## src/hdl/tcw_pkg.sv

```systemverilog
package tcw_pkg;

  // request codes
  localparam logic [1:0] REQ_PUT    = 2'd0;
  localparam logic [1:0] REQ_PUT_AT = 2'd1;
  localparam logic [1:0] REQ_CLEAR  = 2'd2;
  localparam logic [1:0] REQ_READ   = 2'd3;

  // configuration register indexes
  localparam logic [1:0] CFG_TEXT_ATTR  = 2'd0;
  localparam logic [1:0] CFG_CLEAR_ATTR = 2'd1;

  // character and attribute constants
  localparam logic [7:0] NEWLINE_CODE = 8'h0A;
  localparam logic [7:0] SPACE_CODE   = 8'h20;
  localparam logic [7:0] RESET_ATTR   = 8'h0F;

  // one cell: attribute in the high byte, character in the low byte
  localparam int CELL_W = 16;

  typedef struct packed {
    logic [1:0] req_type;
    logic [7:0] char_code;
    logic [4:0] row_index;
    logic [6:0] col_index;
  } in_beat_t;

  typedef struct packed {
    logic [4:0] cursor_row;
    logic [6:0] cursor_col;
    logic [7:0] read_char;
    logic [7:0] read_attr;
    logic       scrolled;
  } out_beat_t;

  typedef struct packed {
    logic [7:0] text_attr;
    logic [7:0] clear_attr;
  } cfg_t;

endpackage

```

## src/hdl/tcw_ctrl.sv

```systemverilog
module tcw_ctrl #(
  parameter int SCREEN_ROWS = 25,
  parameter int SCREEN_COLS = 80,
  localparam int ADDR_W = $clog2(SCREEN_ROWS * SCREEN_COLS)
) (
  input  logic                       clk,
  input  logic                       rst_n,
  input  logic                       in_valid,
  output logic                       in_ready,
  input  tcw_pkg::in_beat_t          in_beat,
  input  tcw_pkg::cfg_t              cfg,
  output logic                       res_valid,
  input  logic                       res_take,
  output tcw_pkg::out_beat_t         res,
  output logic                       ram_we,
  output logic [ADDR_W-1:0]          ram_waddr,
  output logic [tcw_pkg::CELL_W-1:0] ram_wdata,
  output logic                       ram_re,
  output logic [ADDR_W-1:0]          ram_raddr,
  input  logic [tcw_pkg::CELL_W-1:0] ram_rdata
);
  import tcw_pkg::*;

  localparam int CELL_COUNT = SCREEN_ROWS * SCREEN_COLS;
  localparam int ROW_W      = $clog2(SCREEN_ROWS);
  localparam int COL_W      = $clog2(SCREEN_COLS);

  localparam logic [3:0] S_IDLE   = 4'd0;
  localparam logic [3:0] S_ADDR   = 4'd1;
  localparam logic [3:0] S_PUT    = 4'd2;
  localparam logic [3:0] S_RD     = 4'd3;
  localparam logic [3:0] S_RDW    = 4'd4;
  localparam logic [3:0] S_SCR_RD = 4'd5;
  localparam logic [3:0] S_SCR_WR = 4'd6;
  localparam logic [3:0] S_FILL   = 4'd7;
  localparam logic [3:0] S_DONE   = 4'd8;

  logic [3:0]        state_r, state_nxt;
  logic [1:0]        req_r, req_nxt;
  logic [7:0]        char_r, char_nxt;
  logic [ROW_W-1:0]  pos_row_r, pos_row_nxt;
  logic [COL_W-1:0]  pos_col_r, pos_col_nxt;
  logic [ROW_W-1:0]  cur_row_r, cur_row_nxt;
  logic [COL_W-1:0]  cur_col_r, cur_col_nxt;
  logic [ADDR_W-1:0] addr_r, addr_nxt;
  logic [CELL_W-1:0] fill_val_r, fill_val_nxt;
  logic              fill_init_r, fill_init_nxt;
  logic              scrolled_r, scrolled_nxt;
  logic [CELL_W-1:0] rd_data_r, rd_data_nxt;

  logic [ADDR_W-1:0] addr_step;
  logic [ADDR_W-1:0] addr_sum;
  logic [ROW_W-1:0]  clamp_row;
  logic [COL_W-1:0]  clamp_col;
  logic              wrap;

  // shared address adder: row stride while fetching a scroll source, else one
  assign addr_step = (state_r == S_SCR_RD) ? ADDR_W'(SCREEN_COLS) : ADDR_W'(1);
  assign addr_sum  = addr_r + addr_step;

  // out-of-range position goes to the last row or column
  assign clamp_row = (32'(in_beat.row_index) > SCREEN_ROWS - 1) ?
                     ROW_W'(SCREEN_ROWS - 1) : ROW_W'(in_beat.row_index);
  assign clamp_col = (32'(in_beat.col_index) > SCREEN_COLS - 1) ?
                     COL_W'(SCREEN_COLS - 1) : COL_W'(in_beat.col_index);

  assign wrap = (char_r == NEWLINE_CODE) || (pos_col_r == COL_W'(SCREEN_COLS - 1));

  // sequencer
  always_comb begin
    state_nxt     = state_r;
    req_nxt       = req_r;
    char_nxt      = char_r;
    pos_row_nxt   = pos_row_r;
    pos_col_nxt   = pos_col_r;
    cur_row_nxt   = cur_row_r;
    cur_col_nxt   = cur_col_r;
    addr_nxt      = addr_r;
    fill_val_nxt  = fill_val_r;
    fill_init_nxt = fill_init_r;
    scrolled_nxt  = scrolled_r;
    rd_data_nxt   = rd_data_r;
    ram_we        = 1'b0;
    ram_waddr     = addr_r;
    ram_wdata     = fill_val_r;
    ram_re        = 1'b0;
    ram_raddr     = addr_r;
    res_valid     = 1'b0;

    case (state_r)
      S_IDLE: begin
        if (in_valid) begin
          req_nxt      = in_beat.req_type;
          char_nxt     = in_beat.char_code;
          scrolled_nxt = 1'b0;
          rd_data_nxt  = '0;
          case (in_beat.req_type)
            REQ_PUT: begin
              pos_row_nxt = cur_row_r;
              pos_col_nxt = cur_col_r;
              state_nxt   = S_ADDR;
            end
            REQ_CLEAR: begin
              addr_nxt      = '0;
              fill_val_nxt  = {cfg.clear_attr, SPACE_CODE};
              fill_init_nxt = 1'b0;
              cur_row_nxt   = '0;
              cur_col_nxt   = '0;
              state_nxt     = S_FILL;
            end
            default: begin
              pos_row_nxt = clamp_row;
              pos_col_nxt = clamp_col;
              state_nxt   = S_ADDR;
            end
          endcase
        end
      end

      // linear cell index from row and column
      S_ADDR: begin
        addr_nxt  = ADDR_W'(pos_row_r) * ADDR_W'(SCREEN_COLS) + ADDR_W'(pos_col_r);
        state_nxt = (req_r == REQ_READ) ? S_RD : S_PUT;
      end

      // write the character unless it is a newline, and advance the cursor
      S_PUT: begin
        if (char_r != NEWLINE_CODE) begin
          ram_we    = 1'b1;
          ram_wdata = {cfg.text_attr, char_r};
        end
        if (wrap) begin
          cur_col_nxt = '0;
          if (pos_row_r == ROW_W'(SCREEN_ROWS - 1)) begin
            cur_row_nxt  = pos_row_r;
            scrolled_nxt = 1'b1;
            addr_nxt     = '0;
            state_nxt    = S_SCR_RD;
          end else begin
            cur_row_nxt = pos_row_r + 1'b1;
            state_nxt   = S_DONE;
          end
        end else begin
          cur_row_nxt = pos_row_r;
          cur_col_nxt = pos_col_r + 1'b1;
          state_nxt   = S_DONE;
        end
      end

      S_RD: begin
        ram_re    = 1'b1;
        state_nxt = S_RDW;
      end

      S_RDW: begin
        rd_data_nxt = ram_rdata;
        state_nxt   = S_DONE;
      end

      // scroll: fetch the cell one row below
      S_SCR_RD: begin
        ram_re    = 1'b1;
        ram_raddr = addr_sum;
        state_nxt = S_SCR_WR;
      end

      S_SCR_WR: begin
        ram_we    = 1'b1;
        ram_wdata = ram_rdata;
        addr_nxt  = addr_sum;
        if (addr_r == ADDR_W'(CELL_COUNT - SCREEN_COLS - 1)) begin
          fill_val_nxt = '0;
          state_nxt    = S_FILL;
        end else begin
          state_nxt = S_SCR_RD;
        end
      end

      // fill sweep up to the last cell
      S_FILL: begin
        ram_we   = 1'b1;
        addr_nxt = addr_sum;
        if (addr_r == ADDR_W'(CELL_COUNT - 1)) begin
          fill_init_nxt = 1'b0;
          state_nxt     = fill_init_r ? S_IDLE : S_DONE;
        end
      end

      S_DONE: begin
        res_valid = 1'b1;
        if (res_take) begin
          state_nxt = S_IDLE;
        end
      end

      default: begin
        state_nxt = S_IDLE;
      end
    endcase
  end

  always_ff @(posedge clk) begin
    if (!rst_n) begin
      state_r     <= S_FILL;
      addr_r      <= '0;
      fill_val_r  <= {RESET_ATTR, SPACE_CODE};
      fill_init_r <= 1'b1;
      cur_row_r   <= '0;
      cur_col_r   <= '0;
    end else begin
      state_r     <= state_nxt;
      addr_r      <= addr_nxt;
      fill_val_r  <= fill_val_nxt;
      fill_init_r <= fill_init_nxt;
      cur_row_r   <= cur_row_nxt;
      cur_col_r   <= cur_col_nxt;
    end
  end

  always_ff @(posedge clk) begin
    req_r      <= req_nxt;
    char_r     <= char_nxt;
    pos_row_r  <= pos_row_nxt;
    pos_col_r  <= pos_col_nxt;
    scrolled_r <= scrolled_nxt;
    rd_data_r  <= rd_data_nxt;
  end

  assign in_ready = (state_r == S_IDLE);

  // result fields
  assign res.cursor_row = 5'(cur_row_r);
  assign res.cursor_col = 7'(cur_col_r);
  assign res.read_char  = rd_data_r[7:0];
  assign res.read_attr  = rd_data_r[15:8];
  assign res.scrolled   = scrolled_r;

endmodule

```

## config.mk

```make
export PLATFORM = sky130hd
export DESIGN_NAME = tcw_ctrl
export DESIGN_NICKNAME = d
export VERILOG_FILES = /design/src/hdl/tcw_pkg.sv /design/src/hdl/tcw_ctrl.sv
export SDC_FILE = /design/constraint.sdc
export NUM_CORES = 1
export LEC_CHECK = 0
export BUFFER_PORTS_ARGS = -buffer_cell sky130_fd_sc_hd__buf_4
export CORE_UTILIZATION = 45
export CTS_BUF_LIST = sky130_fd_sc_hd__clkbuf_8
export CTS_CLUSTER_SIZE = 14
export DETAILED_ROUTE_END_ITERATION = 7
export PLACE_DENSITY = 0.71
export REMOVE_ABC_BUFFERS = 1
export SYNTH_ARGS = -nofsm -noshare
export SYNTH_HDL_FRONTEND = slang
export SYNTH_SLANG_ARGS = --single-unit
```

## constraint.sdc

```tcl
create_clock -name clk -period 4.2 [get_ports clk]
set_clock_uncertainty 0.05 [all_clocks]
set_input_delay 1.05 -clock clk [delete_from_list [all_inputs] [get_ports clk]]
set_output_delay 1.05 -clock clk [all_outputs]
set_load 0.02 [all_outputs]
```

==> key figures, run 1 <==
Power
  • Power, Total: between 3 and 4 mW
  • LEAKAGE: 2.46 nW
  • PwrDens: 536 nW/um2
  • Highest ir drop seen on vdd: 0.000232 V

Yosys
  • Post-Syn Instances: 467
  • Synth Register Bits: 76
  • Top_reg_cell synth: edfxtp_1
  • Adder-cell share of the synthesized area: 5.75%
  • Yosys warnings: 0
  • Post-Syn Area: between 4000 and 5000 um2
  • Synth Area in Compound Gates: 18.5%
  • Async SR Flop Fraction: 0%
  • Netlist cell types: 64
  • Mean post-synth cell area: 9.41 um2
  • Synth Area in XOR/XNOR: 5.92%
  • Main combinational cell family by area after synthesis: simple AND/OR/NAND/NOR gates
  • Multiplexer share of the synthesized area: 1.45%
  • Simple-Gate Fraction of Synth Area: 20.4%
  • Post-synth EDFFs: 39
  • Seq/Total Area, Yosys: 43.5%

Global route
  • Vias in the first global route: 3,801
  • GRT Total Usage: 24.0%
  • GRT Residual Overflow: 0
  • Initial antenna violation count: 0
  • Largest net degree at the start of global routing: 33
  • Global-route wire length before repair: 18.9 mm

Timing
  • Final Max Slew Viols: 0
  • Max Freq: 0.250 GHz
  • Final hold viol count: 0
  • Unrepaired setup endpoints after global routing: no
  • Worst Tran Pin Value: 1.19 ns
  • Setup TNS: 0 ns
  • Share of the clock period used by the worst path: 95.1%
  • Slew headroom: 20.3%
  • Final worst path period need: about 4.0 ns
  • Final setup violation count: 0

Clock network
  • Clock root buffer: clkbuf_8
  • Worst-path clk slew: 0.07 ns
  • Hold-fix buffers, CTS: 0
  • Clk_lat worst skew: around 0.35 ns
  • Maximum clock insertion buffer count: 2
  • CTS buffer count: 9
  • H-tree lvl count: 3
  • TritonCTS clock tree: built
  • Clk sinks: 76

Critical path
  • CP max FO: 11
  • CP peak stage delay: 0.38 ns
  • CP arrival: just under 3 ns
  • Crit. End Element: primary output
  • Worst path top cell family by delay: simple AND/OR/NAND/NOR gates
  • Worst path bufs/invs: 2
  • Critical path type: reg2out
  • Startpoint types: flop
  • Worst-path cell chain: and2b_1, nand3_2, inv_1, ha_1, a41o_1, o211ai_1, nor2_1, nand3_1, xnor2_1, buf_4
  • Slowest cell on crit path: dfxtp_2
  • Worst path required time: 3.10 ns

Route
  • Routed Antenna Nets: 0
  • Routed len/inst: about 17 um
  • DRC: 0
  • Via Count: 4,043
  • DRT iter0 DRCs: 216
  • Routed vias/inst: 5.66
  • Detailed-router iteration count before antenna repair: 5
  • Total Wirelength: 11.9 mm

Floorplan
  • Die span in x: 101 um
  • DIE AREA: 10,200 um2
  • Initial Util: ~47%
  • Core Region: 9330 um2
  • Die Span Y: 101 um
  • IO Count: 129
  • Core Rows: 35

Run status
  • Status: completed

Cells and area
  • Syn-to-layout area delta: 28.3%
  • Proportion of layout cells with a drive suffix above 1: 28.2%
  • Ant. Diodes: 0
  • Final core occ: between 60% and 70%
  • Nets@finish: roughly 660
  • Filler Cell Count: 822

Placement
  • Port bufs: about 130
  • Post-DP HPWL: 8.79 mm
  • Gpl congestion: 0.853

Min path
  • Min-delay worst type: reg2reg

Run
  • Max Cap Viol: 0
[flip-flops by register name (all words and copies together) (netlist names), 2 cells and up]
register,cells
cur_row_r,5
cur_col_r,7
ram_waddr,11
fill_val_r,9
req_r,2
pos_row_r,5
pos_col_r,7
rd_data_r,16
char_r,8
state_r,4
[cells by family (layout without fill, tap and decap cells)]
family	after synthesis	count (layout)
compound gates	126	126
xor+xnor	28	28
fa+ha+maj	19	19
buf+inv	47	165
flops	76	76
mux	6	6
simple gates	165	165
[final timing paths]
kind	start	to	slack, ns	cells past startpoint
max reg2reg	pos_row_r[3]	ram_waddr[10]	1.31	9
min reg2reg	fill_val_r[12]	fill_val_r[12]	0.41	2
min	fill_val_r[12]	fill_val_r[12]	0.41	2
max	state_r[3]	ram_raddr[10]	0.21	10
[synthesized netlist by cell type (6+ instances only)]
| cell type | number | area, um2 |
|---|---|---|
| ha_1 | 17 | 213 |
| nor3b_1 | 9 | 67.6 |
| xor2_1 | 12 | 105 |
| buf_2 | 9 | 45.0 |
| nor2_1 | 26 | 97.6 |
| nand3_1 | 20 | 100 |
| nand2_1 | 45 | 169 |
| xnor2_1 | 15 | 131 |
| nor4_1 | 6 | 37.5 |
| o21ai_0 | 37 | 185 |
| inv_1 | 15 | 56.3 |
| edfxtp_1 | 39 | 1170 |
| a22oi_1 | 11 | 82.6 |
| a22o_1 | 8 | 70.1 |
| and3_1 | 20 | 125 |
| clkbuf_1 | 18 | 67.6 |
| dfxtp_1 | 37 | 741 |
| a21oi_1 | 28 | 140 |
[metrics by stage]
stage          setup slack, ns  instances  hold WS [ns]  cell area (um2)
2_1_floorplan           0.0501        436         0.382             4260
3_3_place_gp             0.514        698         0.391             5420
3_5_place_dp             0.384        698         0.399             5420
4_1_cts                 0.0327        714         0.410             5630
5_1_grt                0.00828        714         0.424             5640
6_report                 0.206        714         0.410             5640
[area by class of cell]
cell class              count  area [um2]  area share [%]
inverters                  16        60.1            1.07
well taps                 129         161            2.86
multi-input cells         344        2290            40.6
flip-flops and latches     76        1920            34.0
clock buffers               9         124            2.20
clock inverters             7        91.3            1.62
repair buffers            133         998            17.7
[worst reg2reg max path: stages (launching register included)]
cell,delay [ns]
edfxtp_1,0.50
ha_1,0.33
ha_1,0.16
inv_1,0.06
fa_1,0.38
xnor2_1,0.25
o2111ai_1,0.18
xor3_1,0.39
and2_1,0.17
o311a_1,0.31
[per-layer routing]
layer	vias up	GRT usage [%]	part of all wire, %
met3	20	3.74	6.1
met2	156	40.0	48
met5	-	0	0
met4	0	9.14	1.8
met1	1922	31.4	44
li1	1945	-	-
[cells in the final DEF, fill, tap and decap left out, types with 5 or more instances in the layout]
cell type and n:
dfxtp_1 34, and2_1 5, nand4_1 5, nand2_1 45, inv_1 16, a22oi_1 11, nand3_1 19, ha_1 17
nor4_1 6, clkbuf_8 9, o21ai_0 37, a22o_1 8, a21oi_1 28, xnor2_1 15, and3_1 20, a21o_1 5
buf_4 133, nor2_1 26, edfxtp_1 39, nand3b_1 5, xor2_1 12, nor3b_1 9, o22ai_1 5
[timing repair]
action,CTS,global route
resized for setup,1,3
endpoints found under the setup margin,1,4
setup buffers,0,0
[report_power, final]
part | total, mW | leakage [nW] | switching, mW | internal (mW)
sequential | 1.02 | 0.659 | 0.125 | 0.894
clock | 0.605 | 0.105 | 0.272 | 0.332
combinational | 1.40 | 1.70 | 0.849 | 0.552
Note: power is estimated with default switching activity, not from simulation.
==> inputs of run 2 (changes only) <==
--- a/config.mk
+++ b/config.mk
@@ -6,11 +6,11 @@
 export NUM_CORES = 1
 export LEC_CHECK = 0
 export BUFFER_PORTS_ARGS = -buffer_cell sky130_fd_sc_hd__buf_4
-export CORE_UTILIZATION = 45
+export CORE_UTILIZATION = 54
 export CTS_BUF_LIST = sky130_fd_sc_hd__clkbuf_8
 export CTS_CLUSTER_SIZE = 14
 export DETAILED_ROUTE_END_ITERATION = 7
-export PLACE_DENSITY = 0.71
+export PLACE_DENSITY = 0.83
 export REMOVE_ABC_BUFFERS = 1
 export SYNTH_ARGS = -nofsm -noshare
 export SYNTH_HDL_FRONTEND = slang
==> key figures, run 2 (synthesis results as in run 1) <==
Placement
  • Post-Place Setup Slack: around 0.35 ns
  • Placed Cells: between 600 and 700
  • Port bufs: 128
  • Gpl congestion: 0.866
  • Post-DP HPWL: 8.59 mm

Route
  • Via Count: 4,093
  • Routed len/inst: 17.1 um
  • DRT iter0 DRCs: between 300 and 400
  • Met2 routed WL: 5.82 mm
  • Routed Antenna Nets: 0
  • Routed vias/inst: 5.96
  • Total Wirelength: 11.8 mm
  • DRC: 0
  • Top sig layer: met4
  • DR WL met3: 803 um
  • Detailed-router iteration count before antenna repair: 5
  • DRT met1 WL: 4.91 mm

Min path
  • Hold-critical path depth: 2
  • Hold endpoint: fill_val_r[14]
  • Startpoint of the worst hold path: fill_val_r[14]
  • Min-delay worst type: reg2reg

Timing
  • Share of the clock period used by the worst path: 93.9%
  • Setup ws final: 0.256 ns
  • Worst Tran Pin Value: 1.14 ns
  • Max Freq: between 0.2 and 0.3 GHz
  • Final hold viol count: 0
  • Final Max Slew Viols: 0
  • Final worst path period need: ~4 ns
  • Final setup violation count: 0
  • Slew headroom: roughly a quarter
  • Setup TNS: 0 ns
  • Unrepaired setup endpoints after global routing: no

Critical path
  • Worst-path cell chain: inv_1, nand3_2, inv_1, ha_1, a41o_1, o211ai_1, nor2_1, nand3_1, xnor2_1, buf_4
  • Critical path type: reg2out
  • Slowest cell on crit path: dfxtp_1
  • CP peak stage delay: 0.53 ns
  • Startpoint types: flop
  • Flop-to-flop setup slack: 1.18 ns
  • Top cell by count, worst path: inv_1
  • R2R depth: 5
  • FF-to-FF End: rd_data_r[10]
  • Worst path required time: slightly above 3 ns
  • CP arrival: 2.84 ns
  • CP max FO: 11
  • Worst path bufs/invs: 3
  • RR Startpoint: state_r[2]
  • Levels on crit path: 10
  • Worst path top cell family by delay: flip-flops
  • Crit. End Element: primary output

Cells and area
  • Filler Cell Count: 603
  • Post-route insts no fill: 687
  • Syn-to-layout area delta: 27.0%
  • Nets@finish: around 660
  • Most frequent cells in the layout: buf_4, nand2_1, edfxtp_1
  • Commonest non-fill, non-tap cell in the layout: buf_4
  • Proportion of layout cells with a drive suffix above 1: between 20% and 30%
  • Max reg flops: 16
  • Top reg by flops: rd_data_r
  • Ant. Diodes: 0

Clock network
  • Clock root buffer: clkbuf_8
  • Maximum clock insertion buffer count: 2
  • Hold-fix buffers, CTS: 0
  • CTS buffer count: 9
  • Clk_lat worst skew: 0.35 ns
  • Worst-path clk slew: 0.08 ns
  • H-tree lvl count: 3
  • TritonCTS clock tree: built
  • Clk sinks: 76

Global route
  • GRT Residual Overflow: 0
  • Initial antenna violation count: 0
  • Global-route wire length before repair: around 19 mm
  • Largest net degree at the start of global routing: 33
  • GRT Total Usage: 28.3%
  • Vias in the first global route: 3,903

Floorplan
  • DIE AREA: 8500 um2
  • Core Rows: 32
  • IO Count: 129
  • Die Span Y: 92.2 um
  • Initial Util: 56.3%
  • Core Region: slightly below 8000 um2
  • Die span in x: 92.2 um

Power
  • Highest ir drop seen on vdd: 0.000262 V
  • PwrDens: 530 nW/um2
  • Power, Total: 2.96 mW
  • LEAKAGE: approximately 2.5 nW

Run
  • Max Cap Viol: 0

Run status
  • Status: completed
run 2: changes by cell type in the layout (fill, tap and decap cells not counted), sizes merged:
cell / before / now
bufinv: 2 / 1
clkinv: 1 / 3
clkbuf: 9 / 10
clkinvlp: 2 / 0
run 2: worst max-delay path by stage:
stage | start | to | slack (ns)
floorplan | state_r[2] | ram_raddr[8] | 0.05
global placement | state_r[3] | ram_raddr[10] | 0.49
detailed placement | state_r[3] | ram_raddr[10] | 0.35
CTS | state_r[3] | ram_raddr[9] | 0.004
global route | state_r[1] | ram_raddr[10] | 0.04
finish | state_r[1] | ram_raddr[10] | 0.26
run 2: cell type report:
| type | instances | area (um2) | share of cell area (%) |
|---|---|---|---|
| multi-input combinational | 344 | 2290 | 41.0 |
| sequential | 76 | 1910 | 34.3 |
| timing repair buffer | 133 | 998 | 17.9 |
| clock buffer | 10 | 138 | 2.47 |
| tap | 102 | 128 | 2.29 |
| inverter | 16 | 60.1 | 1.08 |
| clock inverter | 6 | 56.3 | 1.01 |
run 2: layer usage:
metal	up-vias	GRT usage (%)
li1	1945	-
met2	204	47.5
met1	1918	36.3
met5	-	0
met4	0	11.1
met3	26	4.98
run 2: tightest hold or removal path, cell delays in order (launching register included):
cell and delay (ns):
dfxtp_1 0.32, nand2_1 0.05, a21oi_1 0.05
run 2: what timing repair did:
| action | CTS | global route |
|---|---|---|
| buffers inserted | 1 | 0 |
| pin swaps | 1 | 0 |
| endpoints found under the setup margin | 1 | 4 |
| gates resized for setup | 0 | 3 |
run 2: through the flow:
step | util [%] | area, um2 | hold WS (ns)
2_1_floorplan | - | 4260 | 0.382
3_3_place_gp | 68.8 | 5370 | 0.392
3_5_place_dp | 68.8 | 5370 | 0.402
4_1_cts | 71.4 | 5580 | 0.414
5_1_grt | 71.5 | 5580 | 0.432
6_report | 71.5 | 5580 | 0.414
run 2: power breakdown:
| part | switching (mW) | internal (mW) |
|---|---|---|
| Sequential | 0.124 | 0.891 |
| Combinational | 0.841 | 0.550 |
| Clock | 0.266 | 0.286 |
==> inputs of run 3 (changes only) <==
--- a/config.mk
+++ b/config.mk
@@ -5,12 +5,13 @@
 export SDC_FILE = /design/constraint.sdc
 export NUM_CORES = 1
 export LEC_CHECK = 0
+export ABC_AREA = 1
 export BUFFER_PORTS_ARGS = -buffer_cell sky130_fd_sc_hd__buf_4
 export CORE_UTILIZATION = 54
 export CTS_BUF_LIST = sky130_fd_sc_hd__clkbuf_8
 export CTS_CLUSTER_SIZE = 14
 export DETAILED_ROUTE_END_ITERATION = 7
-export PLACE_DENSITY = 0.83
+export PLACE_DENSITY = 0.82
 export REMOVE_ABC_BUFFERS = 1
 export SYNTH_ARGS = -nofsm -noshare
 export SYNTH_HDL_FRONTEND = slang
==> key figures, run 3 <==
Route
  • Routed vias/inst: 5.41
  • Via Count: ~4,600
  • Routed len/inst: 14.4 um
  • DRT iter0 DRCs: ~250
  • Routed Antenna Nets: 0
  • DRC: 0
  • Total Wirelength: about 12 mm
  • Detailed-router iteration count before antenna repair: 5

Yosys
  • Post-Syn Area: 4580 um2
  • Async SR Flop Fraction: 0%
  • Synth cell count leaders: nand2_1, inv_1, nor2_1
  • Yosys warnings: 0
  • Synth area leader: edfxtp_1
  • Seq/Total Area, Yosys: between 40% and 50%
  • Post-Syn Instances: 615
  • Mean post-synth cell area: about 7.4 um2
  • Top_reg_cell synth: edfxtp_1
  • Post-synth EDFFs: 39
  • Synth Register Bits: between 70 and 80
  • Synth top area share: 25.6%
  • Ranking of synthesized cells by area: edfxtp_1, dfxtp_1, nand2_1, nand3_1, inv_1
  • Cell with the most instances after synthesis: nand2_1
  • Netlist cell types: 33

Cells and area
  • Final instance area: 5800 um2
  • Max reg flops: 16
  • Nets@finish: 822
  • FF/Latch Area: 1910 um2
  • Commonest non-fill, non-tap cell in the layout: nand2_1
  • Filler Cell Count: roughly 670
  • Syn-to-layout area delta: 26.7%
  • Area occupied by multi-input gates: 2260 um2
  • Most frequent cells in the layout: nand2_1, buf_4, inv_1
  • Proportion of layout cells with a drive suffix above 1: 23.1%
  • Top reg by flops: rd_data_r
  • Ant. Diodes: 0

Critical path
  • CP arrival: 2.71 ns
  • Worst path required time: approximately 3.1 ns
  • Crit. End Element: primary output
  • Critical path type: reg2out
  • Worst path top cell family by delay: simple AND/OR/NAND/NOR gates
  • CP peak stage delay: 0.50 ns
  • CP max FO: 14
  • Startpoint types: flop
  • Worst-path cell chain: nor2_1, nand2_2, clkinvlp_4, ha_1, nand2_1, nor2_1, nand2_1, nand2_1, nand2_1, nand2_1, nand3_1, o21ai_0, buf_4
  • Worst path bufs/invs: 2
  • Slowest cell on crit path: dfxtp_2
  • Top cell by count, worst path: nand2_1

Timing
  • Setup TNS: 0 ns
  • Unrepaired setup endpoints after global routing: no
  • Final Max Slew Viols: 0
  • Share of the clock period used by the worst path: 90.8%
  • Final hold viol count: 0
  • Final worst path period need: 3.81 ns
  • Max Freq: roughly 0.26 GHz
  • Worst Tran Pin Value: 1.03 ns
  • Slew headroom: 31.1%
  • Final setup violation count: 0
  • Final Hold Slack: 0.401 ns

Floorplan
  • Die span in x: 94.1 um
  • Core Region: 8220 um2
  • Core Rows: 33
  • IO Count: 129
  • Die Span Y: 94.1 um
  • Initial Util: 55.7%
  • DIE AREA: ~8800 um2

Global route
  • GRT Total Usage: just under 30%
  • GRT Residual Overflow: 0
  • Vias in the first global route: around 4,200
  • Largest net degree at the start of global routing: 23
  • Initial antenna violation count: 0
  • Global-route wire length before repair: 19.8 mm

Power
  • Power, Total: between 3 and 4 mW
  • PwrDens: 527 nW/um2
  • LEAKAGE: 2.80 nW
  • Highest ir drop seen on vdd: ~0.00024 V

Clock network
  • Clk_lat worst skew: 0.35 ns
  • H-tree lvl count: 3
  • Maximum clock insertion buffer count: 2
  • CTS buffer count: 9
  • Clock root buffer: clkbuf_8
  • TritonCTS clock tree: built
  • Worst-path clk slew: 0.08 ns
  • Clk sinks: 76

Run
  • Max Cap Viol: 0

Min path
  • Min-delay worst type: reg2reg

Placement
  • DP Area: 5600 um2
  • Post-DP HPWL: 9.36 mm
  • Gpl congestion: approximately 0.9
  • Port bufs: 128

Run status
  • Status: completed
## run 3: cell types whose count changed after synthesis, sizes merged, moves of 6 or more
cell and delta:
nor3b -9, a22oi -8, xnor2 -12, o221ai +8, inv +63, nand2 +110
nor4 -6, and3 -20, clkbuf -12, nor2 +48, nand3 +43, xor2 -8
a21oi +11
## run 3: area by class of cell
cell class,instances,share of cell area [%]
Multi-Input combinational cell,441,39.0
Inverter,82,5.37
Clock buffer,9,2.14
Clock inverter,7,0.755
Tap cell,105,2.26
Timing Repair Buffer,135,17.5
Sequential cell,76,33.0
## run 3: path summary, 6_finish.rpt
check | depth (start not counted) | slack, ns | to | start
worst max-delay path | 13 | 0.39 | ram_raddr[9] | state_r[3]
worst min-delay path | 2 | 0.40 | fill_init_r | fill_init_r
worst max register to register | 13 | 1.64 | ram_waddr[8] | state_r[3]
worst min register to register | 2 | 0.40 | fill_init_r | fill_init_r
## run 3: per-stage QoR
| step | setup WS [ns] | cells | utilization, % |
|---|---|---|---|
| floorplan | 1.03 | 599 | - |
| global placement | 0.689 | 835 | 68.1 |
| detailed placement | 0.585 | 835 | 68.1 |
| CTS | 0.205 | 851 | 70.2 |
| global route | 0.0760 | 855 | 70.6 |
| finish | 0.386 | 855 | 70.6 |
## run 3: logic make-up after synthesis
logic type                 Yosys count  synth area share, %
DFF                                 76                 41.8
buffers and inverters               98                 8.78
adders and majority gates           19                 5.52
and+or+nand+nor                    309                 29.4
xor gates and xnor gates             7                 1.34
AOI/OAI and AO/OA                  106                 13.2
## run 3: layer usage
metal / global-route usage (%) / vias up / share of wire, %
met3: 5.02 / 15 / 7.6
met2: 48.4 / 175 / 49
met4: 7.82 / 0 / 0.97
li1: - / 2305 / -
met1: 38.3 / 2132 / 43
met5: 0 / - / 0
## run 3: worst register-to-register path: cells and delay by family, from the launching register on
family          cells  cell delay, ns
simple gates       10            1.08
fa+ha+maj           1            0.44
compound gates      1            0.12
buf+inv             1            0.25
flops               1            0.50
## run 3: power breakdown
group | internal, mW | leakage, nW | switching [mW]
Clock | 0.211 | 0.0805 | 0.279
Sequential | 0.905 | 0.660 | 0.126
Combinational | 0.579 | 2.06 | 0.955
## run 3: repair_timing
item / 4_1_cts / 5_1_grt
hold buffers: 0 / 0
setup endpoints to repair: 0 / 4
gates resized for setup: 0 / 2
buffers inserted: 0 / 4
